[src/rtl/tzoc_pkg.sv]
// ----------------------------------------------------------------------------
// tzoc_pkg: shared types and constants of the two-zone occupancy counter
// Zone codes, combined zone states, event codes, widths and the item and
// result records passed between pipeline stages.
// ----------------------------------------------------------------------------
package tzoc_pkg;

  // Width of the internal people count
  localparam int COUNT_BITS = 16;
  // Width of the reported occupancy and of max_occupancy
  localparam int OCC_W      = 16;
  // Width used to compare the count against max_occupancy
  localparam int CMP_W      = (COUNT_BITS > OCC_W) ? COUNT_BITS : OCC_W;

  // Path queue fill level, 1..4
  localparam int FILL_W = 3;
  localparam logic [FILL_W-1:0] FILL_MIN = FILL_W'(1);
  localparam logic [FILL_W-1:0] FILL_MAX = FILL_W'(4);

  // Path queue: entries 1..3 are the only ones ever written or read
  localparam int QIDX_W     = 2;
  localparam int QUEUE_LAST = 3;

  localparam logic [OCC_W-1:0]      MAX_OCC_RST = OCC_W'(50);
  localparam logic [COUNT_BITS-1:0] COUNT_TOP   = {COUNT_BITS{1'b1}};

  // Zone selector codes
  localparam logic ZONE_INNER = 1'b0;
  localparam logic ZONE_OUTER = 1'b1;

  // Combined zone states: bit 0 inner, bit 1 outer
  typedef enum logic [1:0] {
    ST_EMPTY = 2'd0,
    ST_INNER = 2'd1,
    ST_OUTER = 2'd2,
    ST_BOTH  = 2'd3
  } zone_state_t;

  // Event codes reported per reading
  typedef enum logic [1:0] {
    EV_NONE  = 2'd0,
    EV_ENTRY = 2'd1,
    EV_EXIT  = 2'd2
  } event_kind_t;

  // One presence reading
  typedef struct packed {
    logic zone;
    logic occupied;
  } item_t;

  // One result
  typedef struct packed {
    logic              zone_changed;
    event_kind_t       event_kind;
    logic [OCC_W-1:0]  occupancy;
    logic              at_capacity;
  } result_t;

endpackage

[src/rtl/tzoc_ifs.sv]
// ----------------------------------------------------------------------------
// tzoc_ifs: valid/ready channels of the two-zone occupancy counter
// The reading channel carries zone and occupied; the result channel carries
// zone_changed, event_kind, occupancy and at_capacity.
// ----------------------------------------------------------------------------
interface tzoc_in_if;
  logic valid;
  logic ready;
  logic zone;
  logic occupied;

  modport source (output valid, zone, occupied, input ready);
  modport sink   (input valid, zone, occupied, output ready);
endinterface

interface tzoc_out_if;
  logic        valid;
  logic        ready;
  logic        zone_changed;
  logic [1:0]  event_kind;
  logic [15:0] occupancy;
  logic        at_capacity;

  modport source (output valid, zone_changed, event_kind, occupancy, at_capacity,
                  input ready);
  modport sink   (input valid, zone_changed, event_kind, occupancy, at_capacity,
                  output ready);
endinterface

[src/rtl/two_zone_occupancy_counter.sv]
// ----------------------------------------------------------------------------
// two_zone_occupancy_counter: two-zone people counter, one reading per cycle
// Path: an accepted reading passes the input register, then the result register.
// Throughput: one reading per cycle unless out_ch stalls (single-step update).
// Reset (rst_n low, synchronous): both zones empty, path fill 1, count 0,
// max_occupancy 50, both pipeline stages empty.
// ----------------------------------------------------------------------------
module two_zone_occupancy_counter (
  input  logic                        clk,
  input  logic                        rst_n,
  tzoc_in_if.sink                     in_ch,
  tzoc_out_if.source                  out_ch,
  input  logic                        cfg_we,
  input  logic [tzoc_pkg::OCC_W-1:0]  cfg_wdata
);
  import tzoc_pkg::*;

  item_t   in_item;
  item_t   held_item;
  logic    held_valid;
  logic    room;
  logic    step;
  result_t result;
  result_t out_result;

  assign in_item.zone     = in_ch.zone;
  assign in_item.occupied = in_ch.occupied;

  // Move the held reading through the tracker when the result stage is free
  assign step = held_valid && room;

  tzoc_in_reg u_in_reg (
    .clk        (clk),
    .rst_n      (rst_n),
    .in_valid   (in_ch.valid),
    .in_ready   (in_ch.ready),
    .in_item    (in_item),
    .step       (step),
    .held_valid (held_valid),
    .held_item  (held_item)
  );

  tzoc_tracker u_tracker (
    .clk       (clk),
    .rst_n     (rst_n),
    .cfg_we    (cfg_we),
    .cfg_wdata (cfg_wdata),
    .step      (step),
    .item      (held_item),
    .result    (result)
  );

  tzoc_out_reg u_out_reg (
    .clk        (clk),
    .rst_n      (rst_n),
    .step       (step),
    .result     (result),
    .room       (room),
    .out_valid  (out_ch.valid),
    .out_ready  (out_ch.ready),
    .out_result (out_result)
  );

  assign out_ch.zone_changed = out_result.zone_changed;
  assign out_ch.event_kind   = out_result.event_kind;
  assign out_ch.occupancy    = out_result.occupancy;
  assign out_ch.at_capacity  = out_result.at_capacity;

endmodule

[src/rtl/tzoc_in_reg.sv]
// ----------------------------------------------------------------------------
// tzoc_in_reg: input register stage
// Captures one reading per transaction and holds it until the tracker
// consumes it; refills in the same cycle the held item moves on.
// ----------------------------------------------------------------------------
module tzoc_in_reg (
  input  logic            clk,
  input  logic            rst_n,
  input  logic            in_valid,
  output logic            in_ready,
  input  tzoc_pkg::item_t in_item,
  input  logic            step,
  output logic            held_valid,
  output tzoc_pkg::item_t held_item
);
  import tzoc_pkg::*;

  logic  valid_r, valid_nxt;
  item_t item_r;
  logic  load;

  // Accept when empty or when the held item leaves this cycle
  assign in_ready = !valid_r || step;
  assign load     = in_valid && in_ready;

  always_comb begin
    valid_nxt = valid_r;
    if (load) begin
      valid_nxt = 1'b1;
    end else if (step) begin
      valid_nxt = 1'b0;
    end
  end

  // Hold control state
  always_ff @(posedge clk) begin
    if (!rst_n) begin
      valid_r <= 1'b0;
    end else begin
      valid_r <= valid_nxt;
    end
  end

  // Capture payload
  always_ff @(posedge clk) begin
    if (load) begin
      item_r <= in_item;
    end
  end

  assign held_valid = valid_r;
  assign held_item  = item_r;

endmodule

[src/rtl/tzoc_tracker.sv]
// ----------------------------------------------------------------------------
// tzoc_tracker: zone state, path queue and people count
// Applies one reading per step: detects a zone change, records the combined
// state in the path queue, classifies a finished path and updates the count.
// ----------------------------------------------------------------------------
module tzoc_tracker (
  input  logic                        clk,
  input  logic                        rst_n,
  input  logic                        cfg_we,
  input  logic [tzoc_pkg::OCC_W-1:0]  cfg_wdata,
  input  logic                        step,
  input  tzoc_pkg::item_t             item,
  output tzoc_pkg::result_t           result
);
  import tzoc_pkg::*;

  logic                   inner_r, inner_nxt;
  logic                   outer_r, outer_nxt;
  logic [FILL_W-1:0]      fill_r, fill_nxt;
  logic [1:0]             queue_r   [1:QUEUE_LAST];
  logic [1:0]             queue_nxt [1:QUEUE_LAST];
  logic [COUNT_BITS-1:0]  count_r, count_nxt;
  logic [OCC_W-1:0]       max_occ_r;

  logic                   prev;
  logic                   changed;
  logic [1:0]             combined;
  logic [FILL_W-1:0]      fill_inc;
  logic [QIDX_W-1:0]      wr_idx;
  event_kind_t            kind;
  logic [CMP_W-1:0]       count_ext;
  logic                   is_entry;
  logic                   is_exit;

  // Detect a change in the reporting zone
  always_comb begin
    prev      = (item.zone == ZONE_INNER) ? inner_r : outer_r;
    changed   = (item.occupied != prev);
    inner_nxt = (changed && item.zone == ZONE_INNER) ? item.occupied : inner_r;
    outer_nxt = (changed && item.zone == ZONE_OUTER) ? item.occupied : outer_r;
    combined  = {outer_nxt, inner_nxt};
    fill_inc  = (fill_r < FILL_MAX) ? fill_r + FILL_W'(1) : fill_r;
    wr_idx    = QIDX_W'(fill_inc - FILL_W'(1));
  end

  // Match the recorded path against the entry and exit sequences
  assign is_entry = (queue_r[1] == ST_INNER) && (queue_r[2] == ST_BOTH) &&
                    (queue_r[3] == ST_OUTER);
  assign is_exit  = (queue_r[1] == ST_OUTER) && (queue_r[2] == ST_BOTH) &&
                    (queue_r[3] == ST_INNER);

  // Advance path queue, fill level and count
  always_comb begin
    kind      = EV_NONE;
    fill_nxt  = fill_r;
    count_nxt = count_r;
    for (int i = 1; i <= QUEUE_LAST; i++) begin
      queue_nxt[i] = queue_r[i];
    end
    if (changed) begin
      if (combined == ST_EMPTY) begin
        fill_nxt = FILL_MIN;
        if (fill_inc == FILL_MAX) begin
          if (is_entry) begin
            kind = EV_ENTRY;
            if (count_r != COUNT_TOP) begin
              count_nxt = count_r + COUNT_BITS'(1);
            end
          end else if (is_exit) begin
            kind = EV_EXIT;
            if (count_r != '0) begin
              count_nxt = count_r - COUNT_BITS'(1);
            end
          end
        end
      end else begin
        fill_nxt = fill_inc;
        for (int i = 1; i <= QUEUE_LAST; i++) begin
          if (wr_idx == QIDX_W'(i)) begin
            queue_nxt[i] = combined;
          end
        end
      end
    end
  end

  // Build the result from the updated count
  assign count_ext           = CMP_W'(count_nxt);
  assign result.zone_changed = changed;
  assign result.event_kind   = kind;
  assign result.occupancy    = count_ext[OCC_W-1:0];
  assign result.at_capacity  = (count_ext >= CMP_W'(max_occ_r));

  // Hold tracking state; update once per step
  always_ff @(posedge clk) begin
    if (!rst_n) begin
      inner_r <= 1'b0;
      outer_r <= 1'b0;
      fill_r  <= FILL_MIN;
      count_r <= '0;
      for (int i = 1; i <= QUEUE_LAST; i++) begin
        queue_r[i] <= ST_EMPTY;
      end
    end else if (step) begin
      inner_r <= inner_nxt;
      outer_r <= outer_nxt;
      fill_r  <= fill_nxt;
      count_r <= count_nxt;
      for (int i = 1; i <= QUEUE_LAST; i++) begin
        queue_r[i] <= queue_nxt[i];
      end
    end
  end

  // Capacity threshold register
  always_ff @(posedge clk) begin
    if (!rst_n) begin
      max_occ_r <= MAX_OCC_RST;
    end else if (cfg_we) begin
      max_occ_r <= cfg_wdata;
    end
  end

endmodule

[src/rtl/tzoc_out_reg.sv]
// ----------------------------------------------------------------------------
// tzoc_out_reg: result register stage
// Holds one result until the downstream side takes it; loads a new result
// in the same cycle the held one is taken.
// ----------------------------------------------------------------------------
module tzoc_out_reg (
  input  logic              clk,
  input  logic              rst_n,
  input  logic              step,
  input  tzoc_pkg::result_t result,
  output logic              room,
  output logic              out_valid,
  input  logic              out_ready,
  output tzoc_pkg::result_t out_result
);
  import tzoc_pkg::*;

  logic    valid_r, valid_nxt;
  result_t result_r;

  // Free when empty or when the held result is taken now
  assign room = !valid_r || out_ready;

  always_comb begin
    valid_nxt = valid_r;
    if (step) begin
      valid_nxt = 1'b1;
    end else if (out_ready) begin
      valid_nxt = 1'b0;
    end
  end

  // Hold control state
  always_ff @(posedge clk) begin
    if (!rst_n) begin
      valid_r <= 1'b0;
    end else begin
      valid_r <= valid_nxt;
    end
  end

  // Capture payload
  always_ff @(posedge clk) begin
    if (step) begin
      result_r <= result;
    end
  end

  assign out_valid  = valid_r;
  assign out_result = result_r;

endmodule

[src/flat_wrapper.sv]
// flat-port wrapper written by rule: the top's interface ports become plain ports
module two_zone_occupancy_counter_flat import tzoc_pkg::*;
  (clk, rst_n, cfg_we, cfg_wdata, in_ch_valid, in_ch_zone, in_ch_occupied, in_ch_ready, out_ch_valid, out_ch_zone_changed, out_ch_event_kind, out_ch_occupancy, out_ch_at_capacity, out_ch_ready);
  tzoc_in_if in_ch_i ();
  tzoc_out_if out_ch_i ();
  input  logic clk;
  input  logic rst_n;
  input  logic cfg_we;
  input  logic [tzoc_pkg::OCC_W-1:0] cfg_wdata;
  input wire logic [$bits(in_ch_i.valid)-1:0] in_ch_valid;
  input wire logic [$bits(in_ch_i.zone)-1:0] in_ch_zone;
  input wire logic [$bits(in_ch_i.occupied)-1:0] in_ch_occupied;
  output wire logic [$bits(in_ch_i.ready)-1:0] in_ch_ready;
  output wire logic [$bits(out_ch_i.valid)-1:0] out_ch_valid;
  output wire logic [$bits(out_ch_i.zone_changed)-1:0] out_ch_zone_changed;
  output wire logic [$bits(out_ch_i.event_kind)-1:0] out_ch_event_kind;
  output wire logic [$bits(out_ch_i.occupancy)-1:0] out_ch_occupancy;
  output wire logic [$bits(out_ch_i.at_capacity)-1:0] out_ch_at_capacity;
  input wire logic [$bits(out_ch_i.ready)-1:0] out_ch_ready;
  assign in_ch_i.valid = in_ch_valid;
  assign in_ch_i.zone = in_ch_zone;
  assign in_ch_i.occupied = in_ch_occupied;
  assign in_ch_ready = in_ch_i.ready;
  assign out_ch_valid = out_ch_i.valid;
  assign out_ch_zone_changed = out_ch_i.zone_changed;
  assign out_ch_event_kind = out_ch_i.event_kind;
  assign out_ch_occupancy = out_ch_i.occupancy;
  assign out_ch_at_capacity = out_ch_i.at_capacity;
  assign out_ch_i.ready = out_ch_ready;
  two_zone_occupancy_counter u_core (.clk(clk), .rst_n(rst_n), .in_ch(in_ch_i), .out_ch(out_ch_i), .cfg_we(cfg_we), .cfg_wdata(cfg_wdata));
endmodule
[config.mk]
export PLATFORM = sky130hd
export DESIGN_NAME = two_zone_occupancy_counter_flat
export DESIGN_NICKNAME = d
export VERILOG_FILES = /design/src/rtl/tzoc_pkg.sv /design/src/rtl/tzoc_ifs.sv /design/src/rtl/two_zone_occupancy_counter.sv /design/src/rtl/tzoc_in_reg.sv /design/src/rtl/tzoc_tracker.sv /design/src/rtl/tzoc_out_reg.sv /design/src/flat_wrapper.sv
export SDC_FILE = /design/constraint.sdc
export NUM_CORES = 1
export LEC_CHECK = 0
export BUFFER_PORTS_ARGS = -buffer_cell sky130_fd_sc_hd__buf_2
export CORE_ASPECT_RATIO = 1.2
export CORE_MARGIN = 2
export CORE_UTILIZATION = 35
export DETAILED_ROUTE_END_ITERATION = 12
export PLACE_DENSITY_LB_ADDON = 0.2
export SLEW_MARGIN = 20
export SYNTH_ARGS = -nofsm -noshare
export SYNTH_HDL_FRONTEND = slang
export SYNTH_SLANG_ARGS = --single-unit
[constraint.sdc]
create_clock -name clk -period 4.1 [get_ports clk]
set_input_delay 0 -clock clk [delete_from_list [all_inputs] [get_ports clk]]
set_output_delay 0 -clock clk [all_outputs]
set_load 0.05 [all_outputs]
==> summary.md, run 1 <==
| Metric | Value |
|---|---|
| Row cnt | 42 |
| Mapped Area | 3940 sq um |
| Post-route antenna net violation count | 0 |
| Final Cycle Share | 88.8% |
| Clk_lat worst skew | 0.34 ns |
| Fmax | 0.275 GHz |
| Slowest cell on the critical path | dfxtp_1 |
| Switch share | 21.8% |
| Antenna cell count | 0 |
| Combinational share of power | 7.9% |
| Clk sink count | 67 |
| GPL Wtd Cong | 0.915 |
| Post-synthesis cell type count | 59 |
| Clock power share | 51.8% |
| P_int | 1430 uW |
| Hold Path End | u_core.u_out_reg.out_valid$_SDFFE_PN0P_ |
| RSZ-0062 raised after global routing | no |
| Critical Path Max Stage Delay | 0.44 ns |
| Filler instances | 1069 |
| WS Path Type | reg2reg |
| Status | finished clean |
| # DRC | 0 |
| Initial antenna violation count | 0 |
| R2R Path End | u_core.u_out_reg.out_result[0]$_DFFE_PP_ |
| Clk slew on worst S/H paths | 0.06 ns |
| Main synth FF type | dfxtp_1 |
| Setup crit start | u_core.u_tracker.fill_r[0]$_SDFFE_PN1P_ |
| Detailed-route via count | 3261 |
| Crit path launch type | flip-flop |
| Syn_nets | 464 |
| Synth Instances | 421 |
| Slew Viols, Final | 0 |
| Asr flop ratio synth | 0% |
| Post-synth EDFFs | 28 |
| R2R cell count | 12 |
| Final core occ | 43.9% |
| Maximum fanout along the worst path | 11 |
| DPL Wire Length | 6880 um |
| HP Start | out_ch_ready |
| First DRT Iteration DRCs | 181 |
| Worst R2R Start | u_core.u_tracker.fill_r[0]$_SDFFE_PN1P_ |
| WL per Instance | 15.6 um |
| Sw power | 399 uW |
| IO buf count | 44 |
| Max Cap Viol | 0 |
| Layout cells sized above 1 | 16.2% |
| P per Cell Area | 379 nW/um^2 |
| Clock root buffer | clkbuf_16 |
| Post-CTS Setup Repair Bufs | 0 |
| # IOs | 45 |
| Die H | 120 um |
| First-pass GRT wire length | 15800 um |
| Most common cell on crit path | ha_1 |
| #FFs+latches synth | 67 |
| Slew @ Worst Pin | 0.818 ns |
| Seq/Total Area, Yosys | 41.2% |
| Fin nets | 520 |
| Total GRT Usage | 16.8% |
| Pre-antenna DRT Iters | 4 |
| Worst Path Required | 4.20 ns |
| Average via count per standard cell | 5.31 |
| Yosys Warn Count | 0 |
| Full die area | 12100 sq um |
| Setup_tns | 0 ns |
| Clock skew | 0.0126 ns |
| Sequential Power Share | 40.3% |
| # H-tree levels | 3 |
| GRT Residual Overflow | 0 |
| CTS max path bufs | 2 |
| Average cell area after synthesis | 9.35 sq um |
| Period minus WS final | 3.64 ns |
| Initial core utilization | 35.8% |
| CP endpoint kind | flip-flop |
| TritonCTS clock tree | done |
| Final Hold Fails | 0 |
| Vias in the first global route | 3206 |
| Final setup viols | 0 |
| Final hold slack | 0.00738 ns |
| Core area | 11000 sq um |
| Final wirelength | 9560 um |
| Peak VDD IR | 0.197 mV |
| Area delta synth->final | 22.4% |
| Hold crit path type | in2reg |
| Total CTS buffers | 9 |
| Cells along the critical path | ha_1 -> nor4bb_1 -> o22a_1 -> buf_4 -> nand4_1 -> o22ai_1 -> xor2_1 -> ha_1 -> a21o_1 -> a21oi_1 -> o211ai_1 -> a41o_1 |
| Critical path data arrival time | 3.74 ns |
| Hold path depth | 3 |
| R2R Setup Slk | 0.46 ns |
| Leak | 0.00201 uW |
| Die width | 101 um |
| Pin count of the biggest net entering global routing | 50 |
| Max-slew headroom | 45.5% |
## area by class of cell
class | count | area, sq um | share of cell area (%)
clock buffer | 11 | 264 | 5.48
clock inverter | 5 | 106 | 2.21
inverter | 25 | 93.8 | 1.95
multi-input combinational | 304 | 2100 | 43.7
sequential | 67 | 1620 | 33.7
tap | 132 | 165 | 3.43
timing repair buffer | 70 | 463 | 9.61
## repair_timing
| item | in CTS | in global routing |
|---|---|---|
| hold buffers | 19 | 0 |
| resized for setup | 0 | 0 |
| endpoints found under the hold margin | 19 | 0 |
## stage by stage
step,cell area [sq um],power [uW],instances,worst slack (ns)
after floorplan,3940,844,421,0.857
after global placement,4260,879,579,0.440
after detailed placement,4260,882,579,0.425
after CTS,4820,1840,614,0.419
after global routing,4820,1890,614,0.0669
final,4820,1820,614,0.460
## how the worst max path moves through the flow
stage                                                          end  slack (ns)  depth (start not counted)
after detailed placement  u_core.u_out_reg.out_result[0]$_DFFE_PP_        0.43                         12
after floorplan           u_core.u_out_reg.out_result[0]$_DFFE_PP_        0.86                         14
after global placement    u_core.u_out_reg.out_result[0]$_DFFE_PP_        0.44                         12
after CTS                 u_core.u_out_reg.out_result[0]$_DFFE_PP_        0.42                         12
after global routing      u_core.u_out_reg.out_result[0]$_DFFE_PP_        0.07                         13
final                     u_core.u_out_reg.out_result[0]$_DFFE_PP_        0.46                         12
## critical path, delay by kind of cell (launching register included)
kind	cells	cell delay [ns]
xor gates and xnor gates	1	0.26
and+or+nand+nor	2	0.47
DFF	1	0.44
buffers and inverters	1	0.25
adders and majority gates	2	0.59
AOI/OAI and AO/OA	6	1.37
## per-layer routing
layer | routed length [um] | part of all wire (%) | up-vias | GRT usage, %
li1 | - | - | 1647 | -
met1 | 4220 | 44 | 1515 | 20.6
met2 | 4620 | 48 | 82 | 28.4
met3 | 462 | 4.8 | 17 | 3.32
met4 | 256 | 2.7 | 0 | 7.02
met5 | 0 | 0 | - | 0
## power groups by stage
stage	logic [uW]	registers (uW)	clock network, uW
finish	145	734	945
floorplan	70.9	773	0
global placement	131	748	0
detailed placement	133	749	0
global route	161	738	992
CTS	147	735	961
## logic make-up (layout without fill, tap and decap cells)
logic type      count (synthesis)  after routing  share of synthesized area (%)
buf+inv                        50            111                           5.31
compound gates                 93             93                           15.8
simple gates                  155            155                           22.6
flops                          67             67                           41.2
mux                            21             21                           5.34
fa+ha+maj                      20             20                           6.36
xor+xnor                       15             15                           3.34
## sequential cells by signal, summed over array words and instances (netlist names)
name                         count
u_core.u_tracker.fill_r          3
u_core.u_out_reg.out_valid       1
u_core.u_tracker.max_occ_r      16
u_core.u_in_reg.held_item        2
u_core.u_tracker.outer_r         1
u_core.u_in_reg.held_valid       1
u_core.u_tracker.count_r        16
u_core.u_tracker.queue_r         6
u_core.u_out_reg.out_result     20
u_core.u_tracker.inner_r         1
## Yosys cell counts, drive strengths merged, types with 11 or more instances
cell type / number / share of area, %
nor2: 19 / 1.8
clkbuf: 19 / 1.8
mux2i: 21 / 5.3
nand3: 11 / 1.4
a21oi: 16 / 2.0
edfxtp: 28 / 21
ha: 20 / 6.4
xnor2: 12 / 2.7
nand2: 36 / 3.4
dfxtp: 39 / 20
inv: 25 / 2.4
nand4: 14 / 2.4
o21ai: 18 / 2.4
nor2b: 18 / 2.9
## placed cells by master, fill, tap and decap left out, types with 4 or more instances in the layout
cell type       n
and2_1          7
nor2b_1        18
a31oi_1         4
mux2i_1        21
o21ai_0        13
buf_4           7
buf_2          44
nand3_1        11
clkbuf_16      10
nand2_1        36
and3_1          6
nand2b_1       10
o22ai_1        10
o21a_1          9
a21oi_1        16
dfxtp_1        39
dlygate4sd3_1  19
inv_1          25
edfxtp_1       28
a21o_1          6
nand4_1        13
o211ai_1        7
nor2_1         19
o21ai_1         4
nor3_1          6
xnor2_1        12
ha_1           20
Power figures use the tool's default switching activity.
==> run 2: changes to the inputs <==
--- a/config.mk
+++ b/config.mk
@@ -11,6 +11,7 @@
 export CORE_UTILIZATION = 35
 export DETAILED_ROUTE_END_ITERATION = 12
 export PLACE_DENSITY_LB_ADDON = 0.2
+export RECOVER_POWER = 100
 export SLEW_MARGIN = 20
 export SYNTH_ARGS = -nofsm -noshare
 export SYNTH_HDL_FRONTEND = slang
==> constraint.sdc (replaced) <==
create_clock -name clk -period 4.1 [get_ports clk]
set_input_delay 0 -clock clk [delete_from_list [all_inputs] [get_ports clk]]
set_output_delay 0 -clock clk [all_outputs]
set_load 0.1 [all_outputs]
==> run 2 against run 1 <==
Net effect:
- the flow now finishes with violations (max-capacitance violations, max-slew violations)
- routed wire length is 0.27% higher
- critical path type unchanged
- worst setup slack worse by 0.021 ns
- count of clock-buffer cells in the layout stayed put
- sequential power hardly changed
- worst hold slack hardly changed
- combinational power is 19% higher
==> summary.md, run 2 (same netlist as run 1, synthesis figures left out) <==
| Metric | Value |
|---|---|
| TritonCTS clock tree | done |
| Slowest cell on the critical path | o21ai_1 |
| Status | finished with violations |
| Final Hold Fails | 0 |
| # DRC | 0 |
| Commonest non-fill, non-tap cell in the layout | dfxtp_1 |
| RSZ-0062 raised after global routing | no |
| R2R Path End | u_core.u_out_reg.out_result[0]$_DFFE_PP_ |
| Post-CTS Setup Repair Bufs | 0 |
| Total GRT Usage | 16.8% |
| Setup crit start | u_core.u_tracker.count_r[1]$_SDFFE_PN0P_ |
| Full die area | 12100 sq um |
| R2R cell count | 13 |
| P per Cell Area | 389 nW/um^2 |
| Detailed-route via count | 3271 |
| Initial core utilization | 35.8% |
| Row cnt | 42 |
| First DRT Iteration DRCs | 181 |
| Clock root buffer | clkbuf_16 |
| # H-tree levels | 3 |
| Failing checks | max-capacitance violations, max-slew violations |
| Max Cap Viol | 2 |
| Initial antenna violation count | 0 |
| Clk sink count | 67 |
| WS Path Type | reg2reg |
| Period minus WS final | 3.66 ns |
| HP Start | out_ch_ready |
| Hold Path End | u_core.u_out_reg.out_valid$_SDFFE_PN0P_ |
| Final setup viols | 0 |
| IO buf count | 44 |
| Clk slew on worst S/H paths | 0.06 ns |
| Setup_tns | 0 ns |
| Critical path data arrival time | 3.76 ns |
| Critical Path Max Stage Delay | 0.58 ns |
| Average via count per standard cell | 5.33 |
| Antenna cell count | 0 |
| Worst Path Required | 4.20 ns |
| Total CTS buffers | 9 |
| Leak | 0.00193 uW |
| Slew Viols, Final | 79 |
| Worst R2R Start | u_core.u_tracker.count_r[1]$_SDFFE_PN0P_ |
| Area delta synth->final | 21.2% |
| Cells along the critical path | ha_1 -> nand4_1 -> o21ai_1 -> nand2_1 -> nand2_1 -> xnor2_1 -> ha_1 -> nand2b_1 -> a21o_1 -> a21o_1 -> a21oi_1 -> o21ai_0 -> a41o_1 |
| Core area | 11000 sq um |
| DPL Wire Length | 6880 um |
| Placed Area | 4260 sq um |
| Hold path depth | 3 |
| Peak VDD IR | 0.203 mV |
| # IOs | 45 |
| Max reg flops | 20 |
| Die width | 101 um |
| Fmax | 0.273 GHz |
| Final Cycle Share | 89.3% |
| Hold crit path type | in2reg |
| Max-slew headroom | -30.5% |
| WL per Instance | 15.6 um |
| Layout cells sized above 1 | 10.6% |
| Post-CTS resize count | 0 |
| GPL Wtd Cong | 0.915 |
| Pre-antenna DRT Iters | 4 |
| Die H | 120 um |
| Clock skew | 0.0119 ns |
| R2R Setup Slk | 0.44 ns |
| Maximum fanout along the worst path | 13 |
| Final wirelength | 9580 um |
| First-pass GRT wire length | 15800 um |
| Vias in the first global route | 3206 |
| Pin count of the biggest net entering global routing | 50 |
| Post-route antenna net violation count | 0 |
| CTS max path bufs | 2 |
| Crit path launch type | flip-flop |
| CP endpoint kind | flip-flop |
| Design Area, Final | 4770 sq um |
| Slew @ Worst Pin | 1.96 ns |
| Clk_lat worst skew | 0.34 ns |
| Fin nets | 520 |
| Post-cts hold buffer count | 19 |
| Most frequent cells in the layout | 39 x dfxtp_1, 36 x nand2_1, 28 x edfxtp_1 |
| GRT Residual Overflow | 0 |
==> run 2: changes by cell type in the layout (fill, tap and decap cells not counted) <==
cell | before | now
a21boi_0 | 2 | 4
buf_4 | 7 | 6
nor4_1 | 3 | 5
clkbuf_1 | 0 | 24
o211ai_2 | 1 | 0
a21boi_1 | 2 | 0
nor4_2 | 2 | 0
and2_1 | 7 | 3
o211ai_1 | 7 | 8
buf_2 | 44 | 21
and2_0 | 0 | 4
==> run 2: how the worst max path moves through the flow <==
stage | end | slack (ns) | cells after the start
after floorplan | u_core.u_out_reg.out_result[0]$_DFFE_PP_ | 0.86 | 14
after global placement | u_core.u_out_reg.out_result[0]$_DFFE_PP_ | 0.44 | 12
after detailed placement | u_core.u_out_reg.out_result[0]$_DFFE_PP_ | 0.43 | 12
after CTS | u_core.u_out_reg.out_result[0]$_DFFE_PP_ | 0.42 | 12
after global routing | u_core.u_out_reg.out_result[0]$_DFFE_PP_ | 0.08 | 13
final | u_core.u_out_reg.out_result[0]$_DFFE_PP_ | 0.44 | 13
==> run 2: critical path: cells and delay by family (launching register included) <==
family                     cells  cell delay [ns]
AOI/OAI and AO/OA              6             1.49
xor gates and xnor gates       1             0.15
adders and majority gates      2             0.58
DFF                            1             0.56
and+or+nand+nor                4             0.63
==> run 2: cell type report <==
cell class | instances | area [sq um]
Timing Repair Buffer | 70 | 430
Sequential cell | 67 | 1620
Clock buffer | 11 | 264
Inverter | 25 | 93.8
Clock inverter | 5 | 106
Multi-Input combinational cell | 304 | 2090
Tap cell | 132 | 165
Fill cell | 1081 | 6210
==> run 2: metal layers <==
layer	vias up	GRT usage [%]	wire (um)
met5	-	0	0
met4	0	7.02	245
met3	17	3.32	372
met2	78	28.4	4620
met1	1530	20.6	4340
li1	1646	-	-
==> run 2: stage by stage <==
| stage | worst slack (ns) | utilization [%] | total power, uW | hold slack [ns] | cells |
|---|---|---|---|---|---|
| 6_report | 0.439 | 43.4 | 1850 | 0.00715 | 614 |
| 5_1_grt | 0.0832 | 43.4 | 1920 | 0.0258 | 614 |
| 4_1_cts | 0.419 | 43.9 | 1870 | 0.00801 | 614 |
| 3_5_place_dp | 0.425 | 38.8 | 913 | 0.179 | 579 |
| 3_3_place_gp | 0.440 | 38.8 | 910 | 0.178 | 579 |
| 2_1_floorplan | 0.857 | - | 875 | 0.0989 | 421 |
==> run 2: report_power, final <==
| part | switching [uW] | total, uW | internal [uW] | leakage [uW] |
|---|---|---|---|---|
| logic | 118 | 173 | 55.4 | 0.00116 |
| clock network | 297 | 946 | 648 | 0.000177 |
| registers | 15.1 | 735 | 720 | 0.000592 |
| total | 430 | 1850 | 1420 | 0.00193 |
==> run 3: changes to the inputs <==
--- a/config.mk
+++ b/config.mk
@@ -7,7 +7,6 @@
 export LEC_CHECK = 0
 export BUFFER_PORTS_ARGS = -buffer_cell sky130_fd_sc_hd__buf_2
 export CORE_ASPECT_RATIO = 1.2
-export CORE_MARGIN = 2
 export CORE_UTILIZATION = 35
 export DETAILED_ROUTE_END_ITERATION = 12
 export PLACE_DENSITY_LB_ADDON = 0.2
==> run 3 against run 2 <==
Net effect:
- the flow still finishes with violations (max-capacitance violations, max-slew violations)
- register-to-register slack got worse by 0.05 ns
- count of clock-buffer cells in the layout rose by 1
- worst setup slack got worse by 0.050 ns
- sequential power barely moved
- die area fell by 3.6%
- clock skew fell by 0.0057 ns
- combinational power barely moved
- first-iteration DRC count rose by 35%
- global-route usage rose by 0.72 points
- core utilization fell by 0.76 points
- critical path type unchanged
- critical endpoint unchanged
- largest cell class unchanged
- highest routed layer unchanged
==> summary.md, run 3 (same netlist as run 1, synthesis figures left out) <==
| Metric | Value |
|---|---|
| Most common cell on crit path | a21o_1 |
| Pre-CTS setup slack | 0.434 ns |
| Clk_lat worst skew | 0.33 ns |
| Design Area, Final | 4680 sq um |
| Max reg flops | 20 |
| # IOs | 45 |
| Slew Viols, Final | 50 |
| Vias in the first global route | 3250 |
| # DRC | 0 |
| Peak VDD IR | 0.167 mV |
| Area delta synth->final | 19.0% |
| Multi-input gate area | 2090 sq um |
| Clock skew | 0.00621 ns |
| Sequential cell area | 1620 sq um |
| Clk slew on worst S/H paths | 0.05 ns |
| Initial antenna violation count | 0 |
| Most frequent cells in the layout | 39 x dfxtp_1, 36 x nand2_1, 28 x edfxtp_1 |
| Top Family by Delay on Critical Path | compound AO/OA/AOI/OAI gates |
| Core area | 11000 sq um |
| R2R Path End | u_core.u_out_reg.out_result[0]$_DFFE_PP_ |
| Crit path launch type | flip-flop |
| DPL Wire Length | 6850 um |
| First DRT Iteration DRCs | 245 |
| Max Cap Viol | 1 |
| CP endpoint kind | flip-flop |
| Fmax | 0.270 GHz |
| Critical Path Max Stage Delay | 0.50 ns |
| R2R Setup Slk | 0.39 ns |
| Antenna cell count | 0 |
| Post-route antenna net violation count | 0 |
| Maximum fanout along the worst path | 9 |
| Final Cycle Share | 90.5% |
| Total GRT Usage | 17.5% |
| Worst Path Required | 4.18 ns |
| Slew @ Worst Pin | 1.99 ns |
| R2R cell count | 11 |
| WS Path Type | reg2reg |
| Worst R2R Start | u_core.u_tracker.count_r[15]$_SDFFE_PN0P_ |
| Row cnt | 42 |
| GPL Wtd Cong | 0.886 |
| Average via count per standard cell | 5.35 |
| Clock root buffer | clkbuf_16 |
| Commonest non-fill, non-tap cell in the layout | dfxtp_1 |
| Die width | 98.8 um |
| Final core occ | 42.7% |
| Layout cells sized above 1 | 10.2% |
| Fin nets | 520 |
| Final setup viols | 0 |
| # H-tree levels | 3 |
| Period minus WS final | 3.71 ns |
| CTS max path bufs | 2 |
| Detailed-route via count | 3282 |
| Hold crit path type | in2reg |
| Setup_tns | 0 ns |
| Final worst setup slack | 0.390 ns |
| WL per Instance | 15.6 um |
| Total CTS buffers | 9 |
| Status | finished with violations |
| First-pass GRT wire length | 15800 um |
| Leak | 0.00189 uW |
| Filler instances | 1098 |
| Cells along the critical path | nor4_1 -> nand4b_1 -> o21ai_2 -> o22ai_1 -> a211oi_1 -> ha_1 -> a21o_1 -> a21o_1 -> a21oi_1 -> o21ai_0 -> a41o_1 |
| RSZ-0062 raised after global routing | no |
| Hold path depth | 3 |
| Worst Path Buf+Inv | 0 |
| Hold Path End | u_core.u_out_reg.out_valid$_SDFFE_PN0P_ |
| Pre-antenna DRT Iters | 4 |
| Initial core utilization | 35.8% |
| GRT Residual Overflow | 0 |
| Placed Area | 4260 sq um |
| Final Hold Fails | 0 |
| TritonCTS clock tree | done |
| Post-CTS Setup Repair Bufs | 0 |
| Slowest cell on the critical path | nor4_1 |
| Critical path data arrival time | 3.80 ns |
| Max-slew headroom | -32.6% |
| Die H | 118 um |
| IO buf count | 44 |
| HP Start | out_ch_ready |
| P per Cell Area | 352 nW/um^2 |
| Final wirelength | 9560 um |
| Pin count of the biggest net entering global routing | 50 |
| Clk sink count | 67 |
| Failing checks | max-capacitance violations, max-slew violations |
| Full die area | 11700 sq um |
| Post-CTS resize count | 0 |
[run 3: changes by cell type in the layout (fill, tap and decap cells not counted), sizes merged]
cell    delta
bufinv     -3
clkbuf     +2
clkinv     +2
buf        -1
[run 3: power by group]
part	switching, uW	internal [uW]
Clock	281	459
Sequential	15.0	720
Combinational	118	55.2
[run 3: final cells by class]
| type | count | area share, % |
|---|---|---|
| clock buffer | 12 | 5.72 |
| clock inverter | 4 | 0.481 |
| inverter | 25 | 2.00 |
| multi-input combinational | 304 | 44.6 |
| sequential | 67 | 34.6 |
| tap | 132 | 3.53 |
| timing repair buffer | 70 | 9.11 |
[run 3: worst max path at each step]
stage,end,cells after the start,start,slack (ns)
6_report,u_core.u_out_reg.out_result[0]$_DFFE_PP_,11,u_core.u_tracker.count_r[15]$_SDFFE_PN0P_,0.39
3_3_place_gp,u_core.u_out_reg.out_result[0]$_DFFE_PP_,11,u_core.u_tracker.fill_r[0]$_SDFFE_PN1P_,0.44
5_1_grt,u_core.u_out_reg.out_result[0]$_DFFE_PP_,14,u_core.u_tracker.queue_r[0][3]$_SDFFCE_PN0P_,0.09
4_1_cts,u_core.u_out_reg.out_result[0]$_DFFE_PP_,11,u_core.u_tracker.count_r[12]$_SDFFE_PN0P_,0.40
3_5_place_dp,u_core.u_out_reg.out_result[0]$_DFFE_PP_,11,u_core.u_tracker.count_r[12]$_SDFFE_PN0P_,0.43
2_1_floorplan,u_core.u_out_reg.out_result[0]$_DFFE_PP_,14,u_core.u_tracker.fill_r[0]$_SDFFE_PN1P_,0.86
[run 3: tightest hold or removal path: cells and delay by family]
| kind | cells | cell delay, ns |
|---|---|---|
| AO/OA/AOI/OAI | 1 | 0.16 |
| AND/OR/NAND/NOR | 1 | 0.06 |
| buffers and inverters | 1 | 0.08 |
[run 3: through the flow]
step | power, uW | hold WS, ns | instances
CTS | 1670 | 0.0135 | 614
global placement | 910 | 0.178 | 579
global route | 1720 | 0.0330 | 614
finish | 1650 | 0.0229 | 614
detailed placement | 913 | 0.181 | 579
floorplan | 875 | 0.0989 | 421
[run 3: routing by layer]
| layer | track usage (%) | routed length, um | vias up |
|---|---|---|---|
| met1 | 20.9 | 4200 | 1545 |
| met5 | 0 | 0 | - |
| met3 | 3.49 | 340 | 16 |
| met2 | 29.6 | 4780 | 73 |
| li1 | - | - | 1648 |
| met4 | 9.05 | 242 | 0 |
[run 3: what timing repair did]
item,4_1_cts,5_1_grt
hold buffers,19,0
setup endpoints to repair,0,0
hold endpoints to repair,19,0
